==> src/hdl/rhp_pkg.sv <==
// Shared types and constants for the RTP fixed-header parser.
package rhp_pkg;

    localparam int POS_W = 7;
    localparam logic [POS_W-1:0] FIXED_HEADER_LEN = 7'd12;
    localparam logic [1:0] RTP_VERSION = 2'd2;

    localparam logic [1:0] KIND_HEADER = 2'd0;
    localparam logic [1:0] KIND_PAYLOAD = 2'd1;
    localparam logic [1:0] KIND_ERROR = 2'd2;

    localparam logic [1:0] ERR_SHORT_FIXED = 2'd0;
    localparam logic [1:0] ERR_BAD_VERSION = 2'd1;
    localparam logic [1:0] ERR_SHORT_CSRC = 2'd2;

    typedef struct packed {
        logic [1:0]  kind;
        logic        marker;
        logic [6:0]  payload_type;
        logic [15:0] sequence_res;
        logic [31:0] stamp;
        logic [31:0] source_id;
        logic [3:0]  csrc_count;
        logic [7:0]  payload_data;
        logic [1:0]  error_code;
        logic        packet_end;
    } rhp_result_t;

endpackage

==> src/hdl/rhp_parser.sv <==
// Byte-position tracking, header gathering and result generation for one packet byte.
module rhp_parser (
    input  logic                 clk,
    input  logic                 rst_n,
    input  logic                 accept,
    input  logic [7:0]           data_byte,
    input  logic                 last_byte,
    output logic                 push,
    output rhp_pkg::rhp_result_t result
);
    import rhp_pkg::*;

    logic [POS_W-1:0] pos_reg, pos_next;
    logic [7:0]       first_reg, first_next;
    logic [7:0]       second_reg, second_next;
    logic [15:0]      seq_reg, seq_next;
    logic [31:0]      stamp_reg, stamp_next;
    logic [31:0]      source_reg, source_next;
    logic             done_reg, done_next;
    logic             drop_reg, drop_next;
    logic             has_result;
    logic [POS_W-1:0] count;
    logic [3:0]       cc;
    logic [POS_W-1:0] hdr_len;
    logic             clear;

    assign count = pos_reg + 7'd1;
    assign cc = first_reg[3:0];
    assign hdr_len = FIXED_HEADER_LEN + {1'b0, cc, 2'b00};

    always_comb
    begin
        pos_next = pos_reg;
        first_next = first_reg;
        second_next = second_reg;
        seq_next = seq_reg;
        stamp_next = stamp_reg;
        source_next = source_reg;
        done_next = done_reg;
        drop_next = drop_reg;
        has_result = 1'b0;
        clear = 1'b0;
        result = '0;

        if (!drop_reg && !done_reg)
        begin
            if (pos_reg == 7'd0)
            begin
                first_next = data_byte;
            end
            else if (pos_reg == 7'd1)
            begin
                second_next = data_byte;
            end
            else if (pos_reg < 7'd4)
            begin
                seq_next = {seq_reg[7:0], data_byte};
            end
            else if (pos_reg < 7'd8)
            begin
                stamp_next = {stamp_reg[23:0], data_byte};
            end
            else if (pos_reg < FIXED_HEADER_LEN)
            begin
                source_next = {source_reg[23:0], data_byte};
            end
        end

        if (drop_reg)
        begin
            clear = last_byte;
        end
        else if (done_reg)
        begin
            has_result = 1'b1;
            result.kind = KIND_PAYLOAD;
            result.payload_data = data_byte;
            result.packet_end = last_byte;
            clear = last_byte;
        end
        else if (count < FIXED_HEADER_LEN)
        begin
            if (last_byte)
            begin
                has_result = 1'b1;
                result.kind = KIND_ERROR;
                result.error_code = ERR_SHORT_FIXED;
                result.packet_end = 1'b1;
                clear = 1'b1;
            end
            else
            begin
                pos_next = count;
            end
        end
        else if (count == FIXED_HEADER_LEN && first_next[7:6] != RTP_VERSION)
        begin
            has_result = 1'b1;
            result.kind = KIND_ERROR;
            result.error_code = ERR_BAD_VERSION;
            result.packet_end = last_byte;
            clear = last_byte;
            drop_next = !last_byte;
        end
        else if (count >= hdr_len)
        begin
            has_result = 1'b1;
            result.kind = KIND_HEADER;
            result.marker = second_next[7];
            result.payload_type = second_next[6:0];
            result.sequence_res = seq_next;
            result.stamp = stamp_next;
            result.source_id = source_next;
            result.csrc_count = cc;
            result.packet_end = last_byte;
            clear = last_byte;
            done_next = !last_byte;
        end
        else if (last_byte)
        begin
            has_result = 1'b1;
            result.kind = KIND_ERROR;
            result.error_code = ERR_SHORT_CSRC;
            result.packet_end = 1'b1;
            clear = 1'b1;
        end
        else
        begin
            pos_next = count;
        end

        if (clear)
        begin
            pos_next = '0;
            first_next = '0;
            second_next = '0;
            seq_next = '0;
            stamp_next = '0;
            source_next = '0;
            done_next = 1'b0;
            drop_next = 1'b0;
        end
    end

    assign push = accept && has_result;

    always_ff @(posedge clk or negedge rst_n)
    begin
        if (!rst_n)
        begin
            pos_reg <= '0;
            first_reg <= '0;
            second_reg <= '0;
            seq_reg <= '0;
            stamp_reg <= '0;
            source_reg <= '0;
            done_reg <= 1'b0;
            drop_reg <= 1'b0;
        end
        else if (accept)
        begin
            pos_reg <= pos_next;
            first_reg <= first_next;
            second_reg <= second_next;
            seq_reg <= seq_next;
            stamp_reg <= stamp_next;
            source_reg <= source_next;
            done_reg <= done_next;
            drop_reg <= drop_next;
        end
    end

    // The payload and drop phases exclude each other.
    assert property (@(posedge clk) disable iff (!rst_n) !(done_reg && drop_reg))
        else $error("parser in payload and drop phase at once");

    // While gathering, the byte position never passes the longest header.
    assert property (@(posedge clk) disable iff (!rst_n)
        (!done_reg && !drop_reg) |-> (pos_reg < 7'd72))
        else $error("byte position beyond longest header");

    // A last byte always returns the parser to the start of a packet.
    assert property (@(posedge clk) disable iff (!rst_n)
        (accept && last_byte) |=> (pos_reg == 7'd0 && !done_reg && !drop_reg))
        else $error("packet state not cleared after last byte");

endmodule

==> src/hdl/rhp_skid.sv <==
// Output register with a skid stage, so that input is taken while a result waits.
module rhp_skid (
    input  logic                 clk,
    input  logic                 rst_n,
    input  logic                 push,
    input  rhp_pkg::rhp_result_t push_data,
    output logic                 room,
    output logic                 out_valid,
    input  logic                 out_ready,
    output rhp_pkg::rhp_result_t out_data
);
    import rhp_pkg::*;

    logic        out_valid_reg, out_valid_next;
    rhp_result_t out_data_reg, out_data_next;
    logic        skid_valid_reg, skid_valid_next;
    rhp_result_t skid_data_reg, skid_data_next;

    assign room = !skid_valid_reg;
    assign out_valid = out_valid_reg;
    assign out_data = out_data_reg;

    always_comb
    begin
        out_valid_next = out_valid_reg;
        out_data_next = out_data_reg;
        skid_valid_next = skid_valid_reg;
        skid_data_next = skid_data_reg;
        if (!out_valid_reg || out_ready)
        begin
            out_valid_next = skid_valid_reg || push;
            out_data_next = skid_valid_reg ? skid_data_reg : push_data;
            skid_valid_next = 1'b0;
        end
        else if (push)
        begin
            skid_valid_next = 1'b1;
            skid_data_next = push_data;
        end
    end

    always_ff @(posedge clk or negedge rst_n)
    begin
        if (!rst_n)
        begin
            out_valid_reg <= 1'b0;
            skid_valid_reg <= 1'b0;
        end
        else
        begin
            out_valid_reg <= out_valid_next;
            skid_valid_reg <= skid_valid_next;
        end
    end

    always_ff @(posedge clk)
    begin
        out_data_reg <= out_data_next;
        skid_data_reg <= skid_data_next;
    end

    // The skid stage only holds a result behind a waiting output result.
    assert property (@(posedge clk) disable iff (!rst_n) skid_valid_reg |-> out_valid_reg)
        else $error("skid stage full while output register is empty");

    // No result is pushed while the skid stage is full.
    assert property (@(posedge clk) disable iff (!rst_n) skid_valid_reg |-> !push)
        else $error("result pushed into a full skid stage");

    // A result pushed during a stall lands in the skid stage.
    assert property (@(posedge clk) disable iff (!rst_n)
        (out_valid_reg && !out_ready && push) |=> skid_valid_reg)
        else $error("result lost during output stall");

endmodule

==> src/hdl/rtp_header_parser_top.sv <==
// Top level of the RTP fixed-header parser.
//
// The input channel takes one packet byte per transfer on in_valid and
// in_ready, with last_byte set on the final byte of each packet.
// The output channel gives at most one result per input transfer on
// out_valid and out_ready: a header summary once the fixed header and the
// CSRC words have arrived, then one result per payload byte, or a single
// error result after which the rest of the packet is dropped.
// Each result is registered: in the result register, or in the skid stage
// while the output stalls. Unless in_ready is low, the block takes one byte
// in every cycle; the parse logic sits between the input ports and a result
// register backed by a one-entry skid stage. When the receiver stalls, one
// more result fits in the skid stage and in_ready falls only once that
// stage is full, returning as soon as the output drains. While the skid stage
// is full, in_ready stays low even for bytes that would give no result.
// Reset clears the packet state, so the next byte starts a new packet,
// and empties both result registers.
module rtp_header_parser_top (
    input  logic        clk,
    input  logic        rst_n,
    input  logic        in_valid,
    output logic        in_ready,
    input  logic [7:0]  data_byte,
    input  logic        last_byte,
    output logic        out_valid,
    input  logic        out_ready,
    output logic [1:0]  kind,
    output logic        marker,
    output logic [6:0]  payload_type,
    output logic [15:0] sequence_res,
    output logic [31:0] stamp,
    output logic [31:0] source_id,
    output logic [3:0]  csrc_count,
    output logic [7:0]  payload_data,
    output logic [1:0]  error_code,
    output logic        packet_end
);
    import rhp_pkg::*;

    logic        accept;
    logic        push;
    logic        room;
    rhp_result_t parse_result;
    rhp_result_t out_data;

    assign in_ready = room;
    assign accept = in_valid && room;

    rhp_parser u_parser (
        .clk       (clk),
        .rst_n     (rst_n),
        .accept    (accept),
        .data_byte (data_byte),
        .last_byte (last_byte),
        .push      (push),
        .result    (parse_result)
    );

    rhp_skid u_skid (
        .clk       (clk),
        .rst_n     (rst_n),
        .push      (push),
        .push_data (parse_result),
        .room      (room),
        .out_valid (out_valid),
        .out_ready (out_ready),
        .out_data  (out_data)
    );

    assign kind = out_data.kind;
    assign marker = out_data.marker;
    assign payload_type = out_data.payload_type;
    assign sequence_res = out_data.sequence_res;
    assign stamp = out_data.stamp;
    assign source_id = out_data.source_id;
    assign csrc_count = out_data.csrc_count;
    assign payload_data = out_data.payload_data;
    assign error_code = out_data.error_code;
    assign packet_end = out_data.packet_end;

endmodule

==> config.mk <==
export PLATFORM = sky130hd
export DESIGN_NAME = rtp_header_parser_top
export DESIGN_NICKNAME = d
export VERILOG_FILES = /design/src/hdl/rhp_pkg.sv /design/src/hdl/rhp_parser.sv /design/src/hdl/rhp_skid.sv /design/src/hdl/rtp_header_parser_top.sv
export SDC_FILE = /design/constraint.sdc
export NUM_CORES = 1
export LEC_CHECK = 0
export BUFFER_PORTS_ARGS = -buffer_cell sky130_fd_sc_hd__buf_4
export CORE_MARGIN = 1.5
export CORE_UTILIZATION = 30
export DETAILED_ROUTE_END_ITERATION = 7
export PLACE_DENSITY = 0.54
export SLEW_MARGIN = 20
export SYNTH_ARGS = -nofsm -noshare
export SYNTH_HDL_FRONTEND = slang
export SYNTH_SLANG_ARGS = --single-unit
==> constraint.sdc <==
create_clock -name clk -period 20 [get_ports clk]
set_input_delay 3 -clock clk [delete_from_list [all_inputs] [get_ports clk]]
set_output_delay 3 -clock clk [all_outputs]
set_load 0.03 [all_outputs]
Word level (Yosys, flattened, before mapping)
Index checks and enable logic that the tools add are counted.

storage, ports and cells
  bits of input ports = 13
  logic and storage cells = 141
  output and inout port bits = 107
  register bits = 315

operators by class
  eq/ne operators = 7
  reduce and logical (&&, ||, !) cells = 19
  $lt $le $gt $ge = 5
  add/sub/neg operators = 2
  bitwise logic cells = 1
  multiplexer cells = 76

operator list
  kind                                                         count
  2-to-1 mux 32 bit                                            13
  2-to-1 mux 92 bit                                            4
  2-to-1 mux 105 bit                                           2
  2-to-1 mux 16 bit                                            5
  2-to-1 mux 8 bit                                             8
  2-to-1 mux 7 bit                                             7
  2-to-1 mux 1 bit                                             27
  less-than comparator 7 x 4 -> 1 bit (second input constant)  3
  2-to-1 mux 2 bit                                             7
  2-to-1 mux 3 bit                                             3
  adder 4 x 6 -> 7 bit (first input constant)                  1
  adder 7 x 1 -> 7 bit (second input constant)                 1
  equality test 7 x 1 -> 1 bit (second input constant)         1
  equality test 7 x 4 -> 1 bit (second input constant)         1
  greater-or-equal comparator 7 bit                            1
  zero test 7 bit                                              1
  less-than comparator 7 x 3 -> 1 bit (second input constant)  1
  != test 2 bit (second input constant)                        3
  != test 3 x 1 -> 1 bit (second input constant)               2
  nonzero test 2 bit                                           3
  zero test 1 bit                                              5
  AND reduction 5 bit                                          1
  logical AND 1 bit                                            4
  AND reduction 2 bit                                          2
  3 further kinds                                              4

Longest topological paths before layout
  word-level depth = 13
  depth in mapped cells = 13
  depth with buffers taken out = 12

By module
From an unflattened synthesis, not the netlist that was laid out.

unflattened totals
  cells, all modules = 962
  area, all modules = 13506.7 µm²

modules (own cells, without submodules)
  module                 cells an instance  sequential area each (µm²)  times used  area an instance (µm²)
  rhp_skid               336                6356.1                      1           7763.7
  rhp_parser             625                2577.5                      1           5736.8
  rtp_header_parser_top  1                  0.0                         1           6.3

Worst setup path before layout
No wires, ideal clock.

  path kind = input to register
  from = in out_ready
  to = reg u_skid.skid_data_reg[0] (netlist bit) (enable)
  path buffers = 0
  arrival time = 22010 ps
  required time = 18873 ps
  library setup time = 1127 ps
  cell stages on the path = 2
  path slack = -3137 ps
  path through = nand2b_1 -> a2111oi_0

on the way
  longest elaborated chain between the ends = 3

ends and longest elaborated chain
  item                                  line                         source
  start, declared                       rtp_header_parser_top.sv:26  input logic out_ready,
  logical OR 1 bit                      rhp_skid.sv:29               if (!out_valid_reg || out_ready)
  NOT 1 bit (no source line)            -
  AND reduction 2 bit (no source line)  -
  end signal, assigned                  rhp_skid.sv:59               skid_data_reg <= skid_data_next;
  end, declared                         rhp_skid.sv:17               rhp_result_t skid_data_reg, skid_data_next;

No other way between the ends.
A chain may end at the register's enable or synchronous reset.

==> flow_summary.yaml <==
clock_network:
  htreeDepth: 2
  cts_resized: 0
  postCtsHoldBufs: 0
  postCtsSetupBuffers: 0
  insertion_delay_ns: 0.52
  cts_root_buf: "clkbuf_16"
  cts_tree: "yes"
  path_clk_slew_ns: 0.06
  clock_sinks: 315
  cts_buffers: 35
  clk_path_buf_depth: 3
yosys:
  ys_ff_latch: 315
  synth-simple-area-share: 0.0961
  syn_nets: 1083
  synth-compound-area-share: 0.143
  yosys.area_share.adder: 0.00721
  synth_top_family_by_area: "compound AO/OA/AOI/OAI gates"
  yosysWarnings: 0
  yosysUniqueCellTypes: 58
  synth_edf_count: 210
  synth.cell_area_sq_um: 13900
  synth-main-ff-cell: "edfxtp_1"
  synthCells: 1062
  synth_mux_area_frac: 0.0746
  avgSynthCellArea_sq_um: 13.1
  ys_async_sr_fraction: 0.333
  ys_seq_area_frac: 0.643
  synth_xor_area_frac: 0.00378
global_route:
  grt_overflow: 0
  grt_usage: 0.142
  grt_pass1_wl_um: 52300
  antenna_found_initial: 0
  grt_max_degree: 99
  grt_pass1_vias: 8571
critical_path:
  endpoint_kind: "flop"
  crit_path_max_fanout: 86
  r2r_cells: 13
  worstSetupStartpointType: "input port"
  critPathSlowestCell: "buf_4"
  ff2ff_setup_slack_ns: 15.38
  path_class: "in -> reg"
  crit_buf_inv: 3
  required_ns: 20.22
  crit_path_start: "data_byte[7]"
  critical_path_depth: 8
  critPathCapture: "u_skid.skid_data_reg[70]$_DFFE_PP_"
  cp_common_cell: "buf_4"
  reg2reg_to: "u_skid.skid_data_reg[70]$_DFFE_PP_"
  crit_family: "buffers and inverters"
  path_cells: "buf_4 -> nor2b_1 -> mux2i_1 -> a21oi_2 -> o211ai_4 -> buf_4 -> buf_4 -> nor2_1"
  cp_slowest_stage_delay_ns: 0.89
  r2r_start: "u_parser.pos_reg[1]$_DFFE_PN0P_"
  critPathArrivalTime_ns: 5.57
sta:
  layout_worst_path_cycle_share: 0.268
  hold_slack_ns: 0.479
  finClkSkew_ns: 0.00932
  finalHoldViolations: 0
  slew_headroom: 0.268
  fmaxAchievable_mhz: 187
  fin_setup_tns_ns: 0
  tightest_slew_ns: 1.10
  setup_viol: 0
  finalMaxSlewViolations: 0
  post-route-min-period_ns: 5.35
  rsz0062_at_grt: "no"
placed_design:
  gp_congestion: 0.802
  dp_hpwl_um: 21400
  place_inst: 1719
  dpl_cell_area_sq_um: 15300
  port-buffer-count: 119
layout:
  final_nets: 1177
  syn_to_final_growth_pct: 18.1
  insertedDiodeCount: 0
  drive_gt1_frac: 0.228
  fin_area_sq_um: 16400
  fillers: 4504
  mostFrequentLayoutCell: "edfxtp_1"
  seqCellArea_sq_um: 8940
  final_cells: 1782
  final_cell_mix: "edfxtp_1, nand2_1, buf_4"
  multi_input_area_sq_um: 4560
flow_run:
  cap_violations: 0
die:
  rows: 78
  core_area_sq_um: 45500
  ioPinCount: 120
  die-area_sq_um: 47600
  die_w_um: 218
  start_util: 0.305
  fp.dieH_um: 218
drt:
  wl_um: 33800
  routedWlPerCell_um: 19.0
  drc: 0
  vias: 8636
  via_per_inst: 4.85
  drt_pass1_iterations: 5
  first_iter_violations: 750
  ant_nets: 0
pwr:
  peakVddDrop_v: 0.0000466
  power_leakage_nw: 6.17
  p_per_area_nw_per_um2: 102
status:
  status: "finished clean"
worst_hold_path:
  hold_class: "reg -> reg"
==> through the flow <==
stage                     utilization  power, W  setup slack (ns)
after global routing            0.361   0.00174             14.50
after detailed placement        0.336   0.00106             14.09
final                           0.361   0.00167             14.65
after CTS                       0.360   0.00169             14.65
after floorplan                     -  0.000968              4.05
after global placement          0.336   0.00106             14.19
==> synthesized netlist by cell type (2+ instances only) <==
cell,instances,area share
nand2b_1,5,0.0023
buf_6,9,0.0073
a31o_2,2,0.0013
dfrtp_1,105,0.19
o22a_1,2,0.0013
nand4_1,2,0.00090
buf_2,22,0.0079
a21o_1,2,0.0011
a21boi_0,2,0.0011
a41oi_1,2,0.0013
nor2b_1,3,0.0014
clkbuf_1,44,0.012
a22o_1,58,0.037
and3b_1,2,0.0013
nand3_1,7,0.0025
o2111ai_1,2,0.0013
nand2_1,155,0.042
o31ai_2,60,0.054
a31oi_1,2,0.00090
a21oi_1,5,0.0018
and2_1,12,0.0054
ha_1,8,0.0072
and3_1,2,0.00090
xnor2_1,5,0.0032
mux2_2,12,0.0097
mux2i_1,90,0.065
o21ai_0,46,0.017
edfxtp_1,210,0.45
or3_1,2,0.00090
nor3_1,4,0.0014
o21ai_1,3,0.0011
inv_1,14,0.0038
o31ai_1,33,0.018
nor2_1,106,0.029
==> cells by family after synthesis <==
logic type,after synthesis
AOI/OAI and AO/OA,230
xor gates and xnor gates,6
adders and majority gates,8
buffers and inverters,91
DFF,315
muxes,102
and+or+nand+nor,310
==> tightest hold or removal path: stages, from the launching register on <==
cell	delay (ns)
dfrtp_1	0.34
nand2_1	0.04
o21ai_0	0.06
==> power by group <==
group          switching, W  leakage (nW)  total [W]  internal [W]
Clock              0.000255         0.528   0.000623      0.000369
Combinational      0.000178          2.04   0.000266     0.0000884
Sequential        0.0000347          3.60   0.000780      0.000746
Total              0.000467          6.17    0.00167       0.00120
==> worst min path at each step <==
stage,cells past startpoint,slack [ns],endpoint,start
2_1_floorplan,2,0.44,u_parser.first_reg[7]$_DFFE_PN0P_,u_parser.first_reg[7]$_DFFE_PN0P_
3_3_place_gp,2,0.46,u_parser.first_reg[7]$_DFFE_PN0P_,u_parser.first_reg[7]$_DFFE_PN0P_
3_5_place_dp,2,0.47,u_parser.first_reg[7]$_DFFE_PN0P_,u_parser.first_reg[7]$_DFFE_PN0P_
4_1_cts,2,0.48,u_parser.first_reg[7]$_DFFE_PN0P_,u_parser.first_reg[7]$_DFFE_PN0P_
5_1_grt,2,0.51,u_parser.second_reg[6]$_DFFE_PN0P_,u_parser.second_reg[6]$_DFFE_PN0P_
6_report,2,0.48,u_parser.second_reg[6]$_DFFE_PN0P_,u_parser.second_reg[6]$_DFFE_PN0P_
==> cell type report <==
cell class,instances,share of cell area
sequential,315,0.545
multi-input combinational,656,0.278
clock buffer,58,0.0637
timing repair buffer,133,0.0611
tap,600,0.0458
inverter,15,0.00343
clock inverter,5,0.00313
==> routing by layer <==
metal	global-route usage	share of wire	wire, um
met1	0.195	0.46	15400
met4	0.0395	0.020	678
met3	0.0316	0.051	1730
met5	0	0	0
met2	0.225	0.47	16000
No activity file was read; power rests on OpenSTA's default activity.
